<file path="src/design/assert_macros.svh">
// Assertion helpers shared by the list design.
// Each macro expands to one labeled concurrent assertion on the rising clock,
// disabled while the active-low reset is asserted.
`ifndef ASSERT_MACROS_SVH
`define ASSERT_MACROS_SVH

// Condition that must hold on every clock edge.
`define BPL_ASSERT(lbl, clk, rstn, cond, msg) \
    lbl: assert property (@(posedge clk) disable iff (!rstn) (cond)) else $error(msg);

// Same-cycle implication.
`define BPL_ASSERT_IMP(lbl, clk, rstn, ante, cons, msg) \
    lbl: assert property (@(posedge clk) disable iff (!rstn) (ante) |-> (cons)) else $error(msg);

// Next-cycle implication.
`define BPL_ASSERT_NEXT(lbl, clk, rstn, ante, cons, msg) \
    lbl: assert property (@(posedge clk) disable iff (!rstn) (ante) |=> (cons)) else $error(msg);

`endif

</file>
<file path="src/design/bpl_pkg.sv">
// ---------------------------------------------------------------------------
// bpl_pkg
// Shared types and constants of the bounded positional list: command and
// status codes, item structs and storage sizes.
// ---------------------------------------------------------------------------
`timescale 1ns / 1ps

package bpl_pkg;

    // Storage size
    localparam int DEPTH   = 16;
    localparam int ADDR_W  = (DEPTH > 1) ? $clog2(DEPTH) : 1;
    localparam int COUNT_W = $clog2(DEPTH + 1);

    // Output queue between the list engine and the result port
    localparam int OQ_DEPTH = 4;
    localparam int OQ_AW    = $clog2(OQ_DEPTH);
    localparam int LVL_W    = $clog2(OQ_DEPTH + 1);
    localparam logic [LVL_W-1:0] OQ_FULL = LVL_W'(OQ_DEPTH);

    // Command codes
    localparam logic [2:0] CMD_INSERT_AT   = 3'd0;
    localparam logic [2:0] CMD_DELETE_AT   = 3'd1;
    localparam logic [2:0] CMD_DELETE_HEAD = 3'd2;
    localparam logic [2:0] CMD_DELETE_TAIL = 3'd3;
    localparam logic [2:0] CMD_READ_FWD    = 3'd4;
    localparam logic [2:0] CMD_READ_REV    = 3'd5;

    // Status codes
    localparam logic [1:0] STAT_OK    = 2'd0;
    localparam logic [1:0] STAT_FULL  = 2'd1;
    localparam logic [1:0] STAT_EMPTY = 2'd2;
    localparam logic [1:0] STAT_RANGE = 2'd3;

    typedef struct packed {
        logic [2:0]         cmd;
        logic signed [31:0] item_value;
        logic [5:0]         position;
    } in_item_t;

    typedef struct packed {
        logic [1:0]         status;
        logic signed [31:0] entry_value;
        logic [5:0]         entry_position;
        logic               last;
        logic [6:0]         entry_count;
    } out_item_t;

    // Result handed from the engine to the output queue
    typedef struct packed {
        logic      valid;
        out_item_t item;
    } res_push_t;

endpackage

</file>
<file path="src/design/bpl_core.sv">
// ---------------------------------------------------------------------------
// bpl_core
// List engine: holds the entries in a one-port-read, one-port-write memory
// and moves them one step a cycle to open or close a gap, or streams them
// out for a read command.
// ---------------------------------------------------------------------------
`timescale 1ns / 1ps
`include "assert_macros.svh"

module bpl_core (
    input  logic                           aclk,
    input  logic                           aresetn,
    input  logic                           cmd_valid,
    output logic                           cmd_ready,
    input  bpl_pkg::in_item_t              cmd_data,
    input  logic [bpl_pkg::LVL_W-1:0]      oq_level,
    output bpl_pkg::res_push_t             push
);

    localparam int AW = bpl_pkg::ADDR_W;
    localparam int CW = bpl_pkg::COUNT_W;
    localparam int LW = bpl_pkg::LVL_W;

    typedef enum logic [2:0] {
        IDLE,
        SHIFT_UP,
        PUT,
        SHIFT_DOWN,
        DRAIN,
        READ,
        RESULT
    } state_t;

    state_t             state_reg, state_next;
    logic [CW-1:0]      count_reg, count_next;
    logic [AW-1:0]      cur_reg, cur_next;
    logic [AW-1:0]      stop_reg, stop_next;
    logic [AW-1:0]      put_reg, put_next;
    logic signed [31:0] val_reg, val_next;
    logic               rev_reg, rev_next;
    logic [1:0]         status_reg, status_next;
    logic               pend_reg, pend_next;
    logic               pend_rd_reg, pend_rd_next;
    logic [AW-1:0]      pend_addr_reg, pend_addr_next;
    logic               pend_last_reg, pend_last_next;

    // Entry memory
    logic signed [31:0] mem [bpl_pkg::DEPTH];
    logic signed [31:0] rdata_reg;
    logic               mem_re, mem_we;
    logic [AW-1:0]      mem_raddr, mem_waddr;
    logic signed [31:0] mem_wdata;

    logic [7:0]         pos8, cnt8, del8;
    logic               read_push;
    logic [LW:0]        occ;
    logic               room;

    assign cmd_ready = (state_reg == IDLE);
    assign pos8      = 8'(cmd_data.position);
    assign cnt8      = 8'(count_reg);
    assign del8      = (cmd_data.cmd == bpl_pkg::CMD_DELETE_HEAD) ? 8'd0 : pos8;

    // Reserve a queue slot for every read in flight
    assign read_push = pend_reg && pend_rd_reg;
    assign occ       = {1'b0, oq_level} + {{LW{1'b0}}, read_push};
    assign room      = (occ < (LW+1)'(bpl_pkg::OQ_DEPTH));

    always_comb begin
        state_next     = state_reg;
        count_next     = count_reg;
        cur_next       = cur_reg;
        stop_next      = stop_reg;
        put_next       = put_reg;
        val_next       = val_reg;
        rev_next       = rev_reg;
        status_next    = status_reg;
        pend_next      = 1'b0;
        pend_rd_next   = 1'b0;
        pend_addr_next = cur_reg;
        pend_last_next = (cur_reg == stop_reg);
        mem_re         = 1'b0;
        mem_raddr      = cur_reg;
        mem_we         = 1'b0;
        mem_waddr      = pend_addr_reg;
        mem_wdata      = rdata_reg;
        push           = '0;

        // Write back a shifted entry in the cycle after its read
        if (pend_reg && !pend_rd_reg) begin
            mem_we = 1'b1;
            if (state_reg == SHIFT_UP || state_reg == PUT) begin
                mem_waddr = pend_addr_reg + 1'b1;
            end else begin
                mem_waddr = pend_addr_reg - 1'b1;
            end
        end

        // Forward a read entry to the output queue
        if (read_push) begin
            push.valid               = 1'b1;
            push.item.status         = bpl_pkg::STAT_OK;
            push.item.entry_value    = rdata_reg;
            push.item.entry_position = 6'(pend_addr_reg);
            push.item.last           = pend_last_reg;
            push.item.entry_count    = 7'(count_reg);
        end

        case (state_reg)
            IDLE: begin
                if (cmd_valid) begin
                    status_next = bpl_pkg::STAT_OK;
                    state_next  = RESULT;
                    case (cmd_data.cmd)
                        bpl_pkg::CMD_INSERT_AT: begin
                            if (cnt8 >= 8'(bpl_pkg::DEPTH)) begin
                                status_next = bpl_pkg::STAT_FULL;
                            end else begin
                                val_next   = cmd_data.item_value;
                                count_next = count_reg + 1'b1;
                                if (pos8 < cnt8) begin
                                    put_next   = AW'(pos8);
                                    cur_next   = AW'(cnt8 - 8'd1);
                                    stop_next  = AW'(pos8);
                                    state_next = SHIFT_UP;
                                end else begin
                                    put_next   = AW'(cnt8);
                                    state_next = PUT;
                                end
                            end
                        end
                        bpl_pkg::CMD_DELETE_AT, bpl_pkg::CMD_DELETE_HEAD: begin
                            if (count_reg == '0) begin
                                status_next = bpl_pkg::STAT_EMPTY;
                            end else if (del8 >= cnt8) begin
                                status_next = bpl_pkg::STAT_RANGE;
                            end else begin
                                count_next = count_reg - 1'b1;
                                if (del8 + 8'd1 < cnt8) begin
                                    cur_next   = AW'(del8 + 8'd1);
                                    stop_next  = AW'(cnt8 - 8'd1);
                                    state_next = SHIFT_DOWN;
                                end
                            end
                        end
                        bpl_pkg::CMD_DELETE_TAIL: begin
                            if (count_reg == '0) begin
                                status_next = bpl_pkg::STAT_EMPTY;
                            end else begin
                                count_next = count_reg - 1'b1;
                            end
                        end
                        bpl_pkg::CMD_READ_FWD, bpl_pkg::CMD_READ_REV: begin
                            if (count_reg == '0) begin
                                status_next = bpl_pkg::STAT_EMPTY;
                            end else begin
                                rev_next   = (cmd_data.cmd == bpl_pkg::CMD_READ_REV);
                                if (cmd_data.cmd == bpl_pkg::CMD_READ_REV) begin
                                    cur_next  = AW'(cnt8 - 8'd1);
                                    stop_next = '0;
                                end else begin
                                    cur_next  = '0;
                                    stop_next = AW'(cnt8 - 8'd1);
                                end
                                state_next = READ;
                            end
                        end
                        default: begin
                            status_next = bpl_pkg::STAT_OK;
                        end
                    endcase
                end
            end
            // Move entries one place toward the tail, highest first
            SHIFT_UP: begin
                mem_re    = 1'b1;
                pend_next = 1'b1;
                if (cur_reg == stop_reg) begin
                    state_next = PUT;
                end else begin
                    cur_next = cur_reg - 1'b1;
                end
            end
            // Drop the new value into the gap once the last move lands
            PUT: begin
                if (!pend_reg) begin
                    mem_we     = 1'b1;
                    mem_waddr  = put_reg;
                    mem_wdata  = val_reg;
                    state_next = RESULT;
                end
            end
            // Move entries one place toward the head, lowest first
            SHIFT_DOWN: begin
                mem_re    = 1'b1;
                pend_next = 1'b1;
                if (cur_reg == stop_reg) begin
                    state_next = DRAIN;
                end else begin
                    cur_next = cur_reg + 1'b1;
                end
            end
            DRAIN: begin
                if (!pend_reg) begin
                    state_next = RESULT;
                end
            end
            // Stream entries while the output queue has room
            READ: begin
                if (room) begin
                    mem_re       = 1'b1;
                    pend_next    = 1'b1;
                    pend_rd_next = 1'b1;
                    if (cur_reg == stop_reg) begin
                        state_next = IDLE;
                    end else if (rev_reg) begin
                        cur_next = cur_reg - 1'b1;
                    end else begin
                        cur_next = cur_reg + 1'b1;
                    end
                end
            end
            // Report status and count for a non-read command or a read of an empty list
            RESULT: begin
                if (oq_level < bpl_pkg::OQ_FULL) begin
                    push.valid               = 1'b1;
                    push.item.status         = status_reg;
                    push.item.entry_value    = '0;
                    push.item.entry_position = '0;
                    push.item.last           = 1'b1;
                    push.item.entry_count    = 7'(count_reg);
                    state_next               = IDLE;
                end
            end
            default: begin
                state_next = IDLE;
            end
        endcase
    end

    // Hold control state and command context
    always_ff @(posedge aclk) begin
        if (!aresetn) begin
            state_reg   <= IDLE;
            count_reg   <= '0;
            pend_reg    <= 1'b0;
            pend_rd_reg <= 1'b0;
        end else begin
            state_reg   <= state_next;
            count_reg   <= count_next;
            pend_reg    <= pend_next;
            pend_rd_reg <= pend_rd_next;
        end
        cur_reg       <= cur_next;
        stop_reg      <= stop_next;
        put_reg       <= put_next;
        val_reg       <= val_next;
        rev_reg       <= rev_next;
        status_reg    <= status_next;
        pend_addr_reg <= pend_addr_next;
        pend_last_reg <= pend_last_next;
    end

    // Entry memory, registered read
    always_ff @(posedge aclk) begin
        if (mem_we) begin
            mem[mem_waddr] <= mem_wdata;
        end
        if (mem_re) begin
            rdata_reg <= mem[mem_raddr];
        end
    end

    `BPL_ASSERT(a_count_max, aclk, aresetn, count_reg <= CW'(bpl_pkg::DEPTH), "count above depth")
    `BPL_ASSERT_IMP(a_push_room, aclk, aresetn, push.valid, oq_level < bpl_pkg::OQ_FULL, "push into full queue")
    `BPL_ASSERT_IMP(a_write_state, aclk, aresetn, mem_we, (state_reg != IDLE) && (state_reg != READ) && (state_reg != RESULT), "memory write outside shift")
    `BPL_ASSERT_NEXT(a_full_insert, aclk, aresetn, cmd_valid && cmd_ready && (cmd_data.cmd == bpl_pkg::CMD_INSERT_AT) && (count_reg == CW'(bpl_pkg::DEPTH)), $stable(count_reg), "full insert changed count")

endmodule

</file>
<file path="src/design/bounded_positional_list.sv">
// ---------------------------------------------------------------------------
// bounded_positional_list
// Ordered list of up to DEPTH signed 32-bit values with positional insert
// and delete, head/tail delete, and forward or reverse read-out.
// ---------------------------------------------------------------------------
//
//  port group   dir  struct       moves
//  s_*          in   in_item_t    one command item
//  m_*          out  out_item_t   one result item (reads: one per entry)
//
//  Flow: a command is taken only while the engine is idle. An insert below
//  count moves the entries from the tail down to the position one place
//  toward the tail, then writes the value; a delete below count-1 moves the
//  later entries one place toward the head; a read streams the entries via
//  the single memory read port, one entry a cycle while the queue has room.
//  Reset: aresetn clears count and control; the entry memory is not cleared.
//  Stalls: results wait in a 4-item output queue; reads pause while full.
//
`timescale 1ns / 1ps
`include "assert_macros.svh"

module bounded_positional_list (
    input  logic                 aclk,
    input  logic                 aresetn,
    input  logic                 s_valid,
    output logic                 s_ready,
    input  bpl_pkg::in_item_t    s_data,
    output logic                 m_valid,
    input  logic                 m_ready,
    output bpl_pkg::out_item_t   m_data
);

    localparam int QAW = bpl_pkg::OQ_AW;
    localparam int LW  = bpl_pkg::LVL_W;

    bpl_pkg::res_push_t  push;
    bpl_pkg::out_item_t  oq_mem [bpl_pkg::OQ_DEPTH];
    logic [QAW-1:0]      wptr_reg, rptr_reg;
    logic [LW-1:0]       level_reg, level_next;
    logic                pop;

    bpl_core u_core (
        .aclk      (aclk),
        .aresetn   (aresetn),
        .cmd_valid (s_valid),
        .cmd_ready (s_ready),
        .cmd_data  (s_data),
        .oq_level  (level_reg),
        .push      (push)
    );

    // Output queue
    assign m_valid = (level_reg != '0);
    assign m_data  = oq_mem[rptr_reg];
    assign pop     = m_valid && m_ready;

    always_comb begin
        level_next = level_reg;
        if (push.valid && !pop) begin
            level_next = level_reg + 1'b1;
        end else if (!push.valid && pop) begin
            level_next = level_reg - 1'b1;
        end
    end

    // Advance pointers and level
    always_ff @(posedge aclk) begin
        if (!aresetn) begin
            wptr_reg  <= '0;
            rptr_reg  <= '0;
            level_reg <= '0;
        end else begin
            level_reg <= level_next;
            if (push.valid) begin
                wptr_reg <= wptr_reg + 1'b1;
            end
            if (pop) begin
                rptr_reg <= rptr_reg + 1'b1;
            end
        end
    end

    // Store pushed items
    always_ff @(posedge aclk) begin
        if (push.valid) begin
            oq_mem[wptr_reg] <= push.item;
        end
    end

    `BPL_ASSERT(a_level_max, aclk, aresetn, level_reg <= bpl_pkg::OQ_FULL, "queue level overflow")
    `BPL_ASSERT_NEXT(a_level_pop, aclk, aresetn, pop && !push.valid, level_reg == ($past(level_reg) - 1'b1), "pop did not lower level")
    `BPL_ASSERT_NEXT(a_m_hold, aclk, aresetn, m_valid && !m_ready, m_valid && $stable(m_data), "stalled item changed")

endmodule
</file>
<file path="config.mk">
export PLATFORM = sky130hd
export DESIGN_NAME = bounded_positional_list
export DESIGN_NICKNAME = d
export VERILOG_FILES = /design/src/design/bpl_pkg.sv /design/src/design/bpl_core.sv /design/src/design/bounded_positional_list.sv
export VERILOG_INCLUDE_DIRS = /design/src /design/src/design
export SDC_FILE = /design/constraint.sdc
export NUM_CORES = 1
export LEC_CHECK = 0
export BUFFER_PORTS_ARGS = -buffer_cell sky130_fd_sc_hd__clkbuf_2
export CORE_ASPECT_RATIO = 2
export CORE_MARGIN = 5
export CORE_UTILIZATION = 40
export DETAILED_ROUTE_END_ITERATION = 10
export PLACE_DENSITY_LB_ADDON = 0.08
export SYNTH_ARGS = -nofsm -noshare
export SYNTH_HDL_FRONTEND = slang
export SYNTH_SLANG_ARGS = --single-unit
</file>
<file path="constraint.sdc">
create_clock -name aclk -period 16.7 [get_ports aclk]
set_input_delay 3.34 -clock aclk [delete_from_list [all_inputs] [get_ports aclk]]
set_output_delay 3.34 -clock aclk [all_outputs]
set_load 0.05 [all_outputs]
</file>
Word-level counts from Yosys, hierarchy flattened:

Memories as Yosys holds them, arrays and structs flattened. A register that Yosys moved wholly into a read port is not among the register bits.
Cells that the tools add are included.

* $add $sub $neg: 13
* order comparisons: 6
* equality and inequality tests: 36
* mux-type cells: 72
* bitwise gates (word level): 2
* reductions and logical operators: 30

Operators with widths (number)
* two-way mux 49 bit: 3
* two-way mux 4 bit: 25
* two-way mux 32 bit: 2
* two-way mux 3 bit: 13
* case mux 4 bit (3 select lines): 2
* two-way mux 5 bit: 4
* inequality test 2 bit (second input constant): 10
* case mux 3 bit (6 select lines): 1
* case mux 4 bit (4 select lines): 1
* equality test 3 bit (second input constant): 5
* case mux 5 bit (3 select lines): 1
* two-way mux 2 bit: 7
* inequality test 2 x 1 -> 1 bit (second input constant): 7
* AND reduction 7 bit: 2
* AND reduction 13 bit: 1
* equality test 3 x 2 -> 1 bit (second input constant): 4
* inequality test 3 bit (second input constant): 4
* subtractor 4 x 1 -> 4 bit (second input constant): 3
* two-way mux 1 bit: 9
* case mux 3 bit (3 select lines): 1
* AND reduction 9 bit: 1
* nonzero test 3 bit: 3
* adder 4 x 1 -> 4 bit (second input constant): 2
* adder 8 x 1 -> 8 bit (second input constant): 1
* 31 further kinds: 47

* register bits: 69
* bits in writable memories: 704
* input port bits: 45
* output and inout bits: 50
* logic and storage cells: 176
* memories: 2

Memories
* u_core.mem: depth 16, bits a word 32, read ports 1, clocked after Yosys merged registers in 1, wr ports 1, line bpl_core.sv:48 `logic signed [31:0] mem [bpl_pkg::DEPTH];`
* oq_mem: depth 4, bits a word 48, read ports 1, clocked after Yosys merged registers in 1, wr ports 1, line bounded_positional_list.sv:37 `bpl_pkg::out_item_t oq_mem [bpl_pkg::OQ_DEPTH];`

Logic depth before layout (Yosys ltp):

Gate-level depths: netlist of run 1.

* depth in word-level cells: 10
* mapped depth: 12

By module:

From an unflattened synthesis of run 1, not the netlist that was laid out.

* cell total of the unflattened synthesis: 1522
* area total of the unflattened synthesis: 32030.7 um^2

By module, submodules not included
* bpl_core: times used 1, cells an instance 1230, area each 24659.9 um^2, sequential area each 18047.3 um^2
* bounded_positional_list: times used 1, cells an instance 292, area each 7370.8 um^2, sequential area each 5945.7 um^2

Worst setup path before layout of run 1:

OpenSTA, ideal clock, no wires.

* kind: input -> register
* start point: in s_valid
* end point: reg u_core.put_reg[0], enable pin
* setup time: 0.519 ns
* data arrival time: 7.371 ns
* required time: 16.181 ns
* path slack: 8.810 ns
* cell stages on the path: 3
* path buffers: 1
* cells stage by stage: or4b_1 > clkbuf_1 > nor4_1

* cells in the longest elaborated chain, start to end: 1

RTL lines
* start, declared: line bounded_positional_list.sv:25 `input logic s_valid,`
* AND reduction 4 bit (no source line)
* end signal, assigned: line bpl_core.sv:256 `put_reg <= put_next;`
* end, declared: line bpl_core.sv:38 `logic [AW-1:0] put_reg, put_next;`

Every way passes these cells.
A chain may end at the register's enable or synchronous reset.

Final worst setup path of run 1:

* start point: in s_data[40] (netlist name)
* end point: reg u_core.cur_reg[0], enable pin

* cells in the longest elaborated chain, start to end: 6
* elaborated cells between the ends (all ways): 19

RTL lines
* start, declared: line bounded_positional_list.sv:27 `input bpl_pkg::in_item_t s_data,`
* equality test 3 x 2 -> 1 bit: line bpl_core.sv:62, bpl_core.sv:114
* two-way mux 6 bit: line bpl_core.sv:62 `assign del8 = (cmd_data.cmd == bpl_pkg::CMD_DELETE_HEAD) ? 8'd0 : pos8;`
* adder 8 x 1 -> 8 bit: line bpl_core.sv:139 `if (del8 + 8'd1 < cnt8) begin`
* < comparator 8 x 5 -> 1 bit: line bpl_core.sv:139
* inequality test 3 x 2 -> 1 bit (no source line)
* AND reduction 13 bit (no source line) (*)
* end signal, assigned: line bpl_core.sv:254 `cur_reg <= cur_next;`
* end, declared: line bpl_core.sv:36 `logic [AW-1:0] cur_reg, cur_next;`

Mark *: on every way between the ends. The rest lies on a longest branch, timed or not.

==> reports/metrics.csv, run 1 <==
metric,value,unit
status,"finished, final reports clean",
area share of the leading cell type in the synthesized netlist,72.4,%
detailed-route wire length per cell,26.5,um
power per cell area,136,nW/um^2
top fanout value on the critical path,30,
number of distinct library cell variants in the gate-level netlist after synthesis,67,
area of the core region,79100,um^2
number of DRC markers after the initial detailed-route iteration,1116,
overall routed net length,78800,um
leakage component of the power,0.0120,uW
setup_tns,0,ns
data required time at the worst endpoint,16.98,ns
simple-gate share of the synthesized area,4.38,%
IO Port Bufs,90,
Ys Warns,0,
area occupied by multi-input gates,7890,um^2
"antenna viol nets, final",0,
via count,16400,
"Min Clock Period, post-route",6.02,ns
final worst-path setup slack,10.68,ns
number of placement rows,146,
"post-synthesis share of cell area spent on full adders, half adders and majority gates",1.25,%
clock tree from TritonCTS,built,
worst min path class,flop to flop,
DRC Markers,0,
clock transition time at the flip-flop clock pins of the worst setup and hold paths,0.06,ns
path depth of the worst reg2reg path,10,
Placement Cell Area,33600,um^2
antenna violations before repair,4,
biggest area consumer among synthesized cells,edfxtp_1,
initial core utilization,40.2,%
dominant combinational cell family by area after synthesis,multiplexers,
register-to-register setup slack,11.91,ns
final global-route overflow total,0,
final weighted congestion of routability-driven global placement,0.830,
global-route usage over all layers,18.4,%
Storage cell area,23500,um^2
final cell utilization of the core,45.4,%
clk root buf,clkbuf_16,
maximum number of pins on one net before global-route repair,105,
Tightest Pin Transition,1.19,ns
largest registers,"u_core.mem x512, oq_mem x176",
Inst Count DP,2844,
Synth-to-Final Area Change,12.9,%
number of post-CTS setup repair buffers,0,
final count of hold timing violations,0,
critical path arrival,6.31,ns
number of pins with negative max-slew slack in the final report,0,
clk sinks,791,
final-layout fill cell count,6814,
Vert. Die Dim,409,um
max capacitance violation total,0,
"Clk Latency, worst-skew pair",0.64,ns
"buffers from clock root to sink, at most",3,
# setup viols final,0,
fin crit share,36.1,%
Final Skew,0.0164,ns
ranking of synthesized cells by area,"edfxtp_1, mux4_2, mux2i_1",
launch instance of the worst min-delay path,level_reg[2],
number of vias per cell after detailed routing,5.50,
Setup WS pre-CTS,10.05,ns
flip-flop and latch count after synthesis,791,
XOR/XNOR share of the synthesized area,0.689,%
number of diodes,0,
number of synthesized flops with an enable pin,767,
Worst setup EP type,flop,
capture instance of the worst register-to-register path,u_core.mem[12][17],
maximum operating frequency,166,MHz
share of layout cells above drive strength 1,21.2,%
dominant cell by count in the synthesized netlist,edfxtp_1,
sequential element share of the synthesized area,73.9,%
Synth Area per Inst,17.9,um^2
netlist area before placement,31800,um^2
worst vdd rail ir drop,0.0771,mV
number of CTS-inserted buffers,72,
Max transition margin,19.6,%
CP startpoint kind,primary input,
source of the worst register-to-register timing path,u_core.state_reg[1],
Hold Path Depth,2,
first-pass GRT wire length,116000,um
Largest Register,u_core.mem,
type of the worst setup path,primary input to flop,
multiplexer area fraction after synthesis,13.2,%
via count of the first global-routing pass,17200,
htree depth,3,
number of nets in the finished design,1956,
total of cells resized after clock tree synthesis,0,
most used standard cells in the synthesized netlist,"edfxtp_1, mux2i_1, mux4_2",
number of top-level pins,95,
unrepaired setup endpoints after global routing,no,
drt pass-1 iters,5,
total die area,85600,um^2
max reg flops,512,
non-filler instance count after layout,2977,
"Design Area, Final",35900,um^2
async set-or-reset flop fraction in the synthesized netlist,0,%
overall die width,209,um
hold-fix buffer count after cts,0,
post-DP HPWL,43000,um
worst hold endpoint,level_reg[2],
Syn Inst Count,1778,
Synth Area in Compound Gates,4.85,%
Main synth FF type,edfxtp_1,
-- metal layers --
metal	track usage (%)	routed length, um	vias to the layer above
met2	32.9	41600	386
met1	22.5	31500	8602
li1	-	-	7268
met4	6.17	2420	0
met3	2.89	3200	123
met5	0	0	-
-- area by class of cell --
type                            count  area share [%]
Timing Repair Buffer              130            2.13
Tap cell                         1036            3.61
Multi-Input combinational cell    862            22.0
Inverter                           25           0.261
Sequential cell                   791            65.5
Clock buffer                       93            5.47
Clock inverter                     40            1.09
-- layout by cell type (no fill, tap or decap), types with 6 or more instances in the layout --
master / count
a221oi_1: 33
dfxtp_1: 22
ha_1: 26
o21ai_0: 50
mux2_2: 37
edfxtp_1: 767
nor3_2: 16
nor2_1: 60
clkbuf_16: 76
mux2i_1: 131
nor2b_1: 7
clkbuf_1: 17
a21oi_1: 54
nand2_1: 108
clkinv_1: 16
inv_1: 22
mux4_2: 110
nor3_1: 11
and2_1: 49
clkbuf_2: 90
xor2_1: 13
bufinv_16: 7
a31oi_1: 8
buf_4: 39
xnor2_1: 12
nand3_1: 9
clkinv_2: 12
a22oi_1: 36
a21o_1: 6
-- power breakdown --
group	internal [uW]	switching (uW)
Clock	945	726
Sequential	2350	43.1
Combinational	243	566
-- per-stage QoR --
stage | total power, uW | hold WS, ns
after detailed placement | 3260 | 0.569
after global routing | 5070 | 0.640
after CTS | 4940 | 0.580
after global placement | 3250 | 0.545
final | 4870 | 0.577
after floorplan | 3020 | 0.346
-- cell families after synthesis --
group | count (synthesis)
xor+xnor | 25
mux | 278
fa+ha+maj | 30
compound gates | 231
buf+inv | 128
flops | 791
other cells | 1
simple gates | 294
-- critical path, cell delays in order --
cell,delay [ns]
clkbuf_2,0.33
or3b_1,0.60
and2_1,0.21
ha_1,0.29
a21oi_1,0.12
o21ai_0,0.18
a41oi_1,0.30
nand2_1,0.17
o31a_1,0.39
o22ai_1,0.36
-- how the worst max path moves through the flow --
stage	end	cells after the start	start	slack, ns
after floorplan	u_core.put_reg[0]	3	s_valid	8.81
after global placement	u_core.cur_reg[1]	10	s_data[40]	10.14
after detailed placement	u_core.cur_reg[0]	10	s_data[40]	10.05
after CTS	m_data[30]	3	flop	10.53
after global routing	u_core.cur_reg[0]	10	s_data[40]	10.40
final	u_core.cur_reg[0]	10	s_data[40]	10.68
No activity file was read; power rests on OpenSTA's default activity.
==> inputs of run 2 (changes only) <==
==> constraint.sdc (replaced) <==
create_clock -name aclk -period 5.1 [get_ports aclk]
set_input_delay 1.02 -clock aclk [delete_from_list [all_inputs] [get_ports aclk]]
set_output_delay 1.02 -clock aclk [all_outputs]
set_load 0.05 [all_outputs]
==> run 2 against run 1 <==
Effect of this change:
- setup slack worse by 9.9 ns
- core utilization is 0.22 points higher
- clock skew rose by 0.0018 ns
- worst hold slack got worse by 0.020 ns
- combinational power rose to 3.2 times the previous value
- non-clock buffer count grew 8
- die area did not move
- highest routed layer unchanged
==> reports/metrics.csv, run 2 (synthesized netlist as in run 1, its figures left out) <==
metric,value,unit
detailed-route wire length per cell,25.7,um
share of layout cells above drive strength 1,21.5,%
via count of the first global-routing pass,17100,
"buffers from clock root to sink, at most",3,
sequential fraction of design power,49.4,%
# setup viols final,0,
"Design Area, Final",36100,um^2
type of the worst setup path,flop to flop,
largest registers,"u_core.mem x512, oq_mem x176",
overall routed net length,76800,um
fin crit share,83.9,%
first-pass GRT wire length,113000,um
area occupied by multi-input gates,7900,um^2
hold-fix buffer count after cts,0,
maximum operating frequency,234,MHz
final global-route overflow total,0,
highest-count cells in the layout ignoring fill and taps,"edfxtp_1, mux2i_1, mux4_2",
critical path arrival,4.60,ns
status,"finished, final reports clean",
number of nets in the finished design,1966,
number of top-level pins,95,
clock share of power,34.5,%
post-DP HPWL,45500,um
DRC Markers,0,
top fanout value on the critical path,26,
number of vias per cell after detailed routing,5.43,
unrepaired setup endpoints after global routing,no,
Inst Count DP,2852,
number of placement rows,146,
global-route usage over all layers,17.8,%
max reg flops,512,
Largest Register,u_core.mem,
IO Port Bufs,90,
final worst-path setup slack,0.820,ns
Final Skew,0.0181,ns
CP startpoint kind,flop,
Worst setup EP type,flop,
leakage component of the power,0.0121,uW
non-filler instance count after layout,2986,
worst min path class,primary input to flop,
number of DRC markers after the initial detailed-route iteration,1192,
via count,16200,
Synth-to-Final Area Change,13.5,%
initial core utilization,40.2,%
number of post-CTS setup repair buffers,0,
clock tree from TritonCTS,built,
power per cell area,444,nW/um^2
logic gate share of total power,16.1,%
max capacitance violation total,0,
drt pass-1 iters,5,
final cell utilization of the core,45.6,%
clk sinks,791,
switching power share of the total,27.3,%
final weighted congestion of routability-driven global placement,0.800,
antenna violations before repair,2,
Int Pwr,11600,uW
total die area,85600,um^2
htree depth,3,
number of pins with negative max-slew slack in the final report,0,
"commonest non-fill, non-tap cell in the layout",edfxtp_1,
Vert. Die Dim,409,um
final-layout fill cell count,6775,
total of cells resized after clock tree synthesis,0,
Tightest Pin Transition,1.15,ns
clk root buf,clkbuf_16,
worst vdd rail ir drop,0.287,mV
worst hold margin,0.556,ns
Storage cell area,23500,um^2
"Min Clock Period, post-route",4.28,ns
final count of hold timing violations,0,
Placement Cell Area,33700,um^2
data required time at the worst endpoint,5.42,ns
Setup WS pre-CTS,0.730,ns
"antenna viol nets, final",0,
clock transition time at the flip-flop clock pins of the worst setup and hold paths,0.06,ns
area of the core region,79100,um^2
"Clk Latency, worst-skew pair",0.64,ns
overall die width,209,um
maximum number of pins on one net before global-route repair,78,
net switching power figure,4380,uW
number of CTS-inserted buffers,74,
Max transition margin,23.0,%
-- run 2: cell count changes in the layout (fill, tap and decap cells not counted), sizes merged --
cell and change:
buf +8, clkbuf -4, inv +4, clkinvlp -3, clkinv +2, bufinv +1, diode +1
-- run 2: layout make-up --
cell class / count / area share, %
antenna: 1 / 0.00693
multi-input combinational: 862 / 21.9
sequential: 791 / 65.2
tap: 1036 / 3.59
timing repair buffer: 138 / 2.45
clock buffer: 89 / 5.41
inverter: 25 / 0.260
clock inverter: 44 / 1.23
-- run 2: metal layers --
| metal | track usage [%] | vias to the layer above | part of all wire, % |
|---|---|---|---|
| li1 | - | 7297 | - |
| met1 | 21.6 | 8408 | 39 |
| met2 | 31.9 | 389 | 53 |
| met3 | 3.00 | 109 | 4.1 |
| met4 | 6.17 | 0 | 3.0 |
| met5 | 0 | - | 0 |
-- run 2: path summary, 6_finish.rpt --
kind | from | endpoint | slack, ns | cells after the start
worst max-delay path | u_core.state_reg[0] | u_core.mem[2][21] | 0.82 | 11
worst min-delay path | s_data[32] | u_core.val_reg[26] | 0.56 | 1
worst max register to register | u_core.state_reg[0] | u_core.mem[2][21] | 0.82 | 11
worst min register to register | level_reg[2] | level_reg[2] | 0.56 | 2
-- run 2: power by group through the flow --
stage	Combinational [uW]	Clock [uW]	Sequential (uW)
5_1_grt	2760	5960	7950
2_1_floorplan	2000	0	7880
6_report	2580	5530	7910
3_5_place_dp	2630	0	8060
3_3_place_gp	2580	0	8050
4_1_cts	2630	5720	7920
-- run 2: per-stage QoR --
step / power (uW) / setup TNS, ns
4_1_cts: 16300 / 0
3_3_place_gp: 10600 / 0
5_1_grt: 16700 / 0
3_5_place_dp: 10700 / 0
6_report: 16000 / 0
2_1_floorplan: 9890 / -2.51
-- run 2: critical path, cell delays in order (launching register included) --
cell and delay, ns:
dfxtp_1 0.71, nand2_1 0.21, a21oi_1 0.34, inv_1 0.11, ha_1 0.30, a21o_1 0.18
a21oi_1 0.18, mux2i_1 0.24, xor2_1 0.23, o21ai_1 0.29, nor3_2 0.83, buf_12 0.31
==> inputs of run 3 (changes only) <==
==> constraint.sdc (replaced) <==
create_clock -name aclk -period 3.5 [get_ports aclk]
set_input_delay 0.7 -clock aclk [delete_from_list [all_inputs] [get_ports aclk]]
set_output_delay 0.7 -clock aclk [all_outputs]
set_load 0.05 [all_outputs]
==> run 3 against run 2 <==
Effect of this change:
- die area is the same
- sequential cell count did not move
- critical endpoint is now u_core.mem[5][17]
- maximum frequency rose by 30%
- total power increased by 47%
- largest power group unchanged
- highest routed layer unchanged
- first-iteration DRC count increased by 13%
==> reports/metrics.csv, run 3 (synthesized netlist as in run 1, its figures left out) <==
metric,value,unit
"Slowest-stage cell, CP",dfxtp_2,
hold-fix buffer count after cts,0,
number of pins with negative max-slew slack in the final report,0,
register-to-register setup slack,0.20,ns
number of vias per cell after detailed routing,5.42,
number of top-level pins,95,
total die area,85600,um^2
antenna violations before repair,1,
largest registers,"u_core.mem x512, oq_mem x176",
clock transition time at the flip-flop clock pins of the worst setup and hold paths,0.07,ns
"commonest non-fill, non-tap cell in the layout",edfxtp_1,
top fanout value on the critical path,27,
clock share of power,33.4,%
"Design Area, Final",36800,um^2
overall die width,209,um
first-pass GRT wire length,117000,um
switching power share of the total,28.0,%
Tightest Pin Transition,1.08,ns
clk root buf,clkbuf_16,
"buffers from clock root to sink, at most",3,
clk sinks,791,
maximum number of pins on one net before global-route repair,73,
max capacitance violation total,0,
post-DP HPWL,50600,um
Synth-to-Final Area Change,15.8,%
max reg flops,512,
final weighted congestion of routability-driven global placement,0.810,
number of post-CTS setup repair buffers,0,
final count of hold timing violations,0,
final global-route overflow total,0,
final-layout fill cell count,6693,
list of cells traversed by the critical path,inv_1 > nand2_2 > a21oi_4 > inv_2 > ha_1 > a21o_1 > a21oi_2 > mux2i_1 > xor2_1 > o21ai_4 > nor3_4 > buf_12,
status,"finished, final reports clean",
share of layout cells above drive strength 1,23.9,%
number of DRC markers after the initial detailed-route iteration,1352,
crit path buf inv count,3,
Vert. Die Dim,409,um
sequential fraction of design power,48.6,%
via count of the first global-routing pass,17400,
global-route usage over all layers,18.5,%
"Min Clock Period, post-route",3.30,ns
data required time at the worst endpoint,3.82,ns
Max transition margin,27.7,%
leakage component of the power,0.0123,uW
IO Port Bufs,90,
initial core utilization,40.2,%
Final Skew,0.0226,ns
highest-count cells in the layout ignoring fill and taps,"edfxtp_1, mux2i_1, mux4_2",
number of placement rows,146,
Worst setup EP type,flop,
cell type group with the largest total delay on the critical path,compound AO/OA/AOI/OAI gates,
worst min path class,primary input to flop,
setup_tns,0,ns
detailed-route wire length per cell,26.4,um
type of the worst setup path,flop to flop,
htree depth,3,
unrepaired setup endpoints after global routing,no,
"antenna viol nets, final",0,
critical path arrival,3.61,ns
number of CTS-inserted buffers,71,
fin crit share,94.2,%
Largest Register,u_core.mem,
logic gate share of total power,18.0,%
power per cell area,638,nW/um^2
CP peak stage delay,0.38,ns
DRC Markers,0,
worst vdd rail ir drop,0.367,mV
"Clk Latency, worst-skew pair",0.65,ns
area of the core region,79100,um^2
number of nets in the finished design,2002,
maximum operating frequency,303,MHz
overall routed net length,79600,um
Int Pwr,16900,uW
CP startpoint kind,flop,
total of cells resized after clock tree synthesis,0,
Placement Cell Area,34500,um^2
clock tree from TritonCTS,built,
via count,16400,
# setup viols final,0,
net switching power figure,6580,uW
drt pass-1 iters,5,
==> run 3: routing by layer <==
| metal | track usage [%] | share of wire [%] | vias up |
|---|---|---|---|
| met5 | 0 | 0 | - |
| met4 | 6.38 | 3.1 | 0 |
| met3 | 2.52 | 3.8 | 107 |
| met2 | 34.9 | 55 | 382 |
| met1 | 21.5 | 38 | 8503 |
| li1 | - | - | 7359 |
==> run 3: layout make-up <==
cell class	instances	area, um^2	share of cell area (%)
clock inverter	42	437	1.19
timing repair buffer	177	1550	4.22
clock buffer	84	1870	5.07
multi-input combinational	862	8060	21.9
sequential	791	23500	63.8
antenna	1	2.50	0.00679
tap	1036	1300	3.52
inverter	25	103	0.278
==> run 3: power by group through the flow <==
stage	Combinational [uW]	Sequential (uW)	Clock [uW]
after CTS	4320	11400	8110
after global routing	4520	11500	8430
after floorplan	3090	11500	0
after detailed placement	4310	11600	0
after global placement	4270	11600	0
final	4230	11400	7850
==> run 3: path summary, 6_finish.rpt <==
path                             from                 end  depth (start not counted)
setup / recovery  u_core.state_reg[0]   u_core.mem[5][17]                         12
hold / removal             s_data[19]  u_core.val_reg[13]                          1
setup reg to reg  u_core.state_reg[0]   u_core.mem[5][17]                         12
hold reg to reg          level_reg[2]        level_reg[2]                          2
==> run 3: metrics by stage <==
stage / setup WS, ns / hold WS [ns] / total power [uW] / instances / utilization, %
after floorplan: 0.0123 / 0.346 / 14600 / 1781 / -
after global placement: 0.140 / 0.539 / 15900 / 2891 / 43.7
after detailed placement: 0.139 / 0.570 / 16000 / 2891 / 43.7
after CTS: 0.195 / 0.162 / 23900 / 3017 / 46.6
after global routing: 0.0207 / 0.193 / 24400 / 3017 / 46.6
final: 0.204 / 0.223 / 23500 / 3018 / 46.6
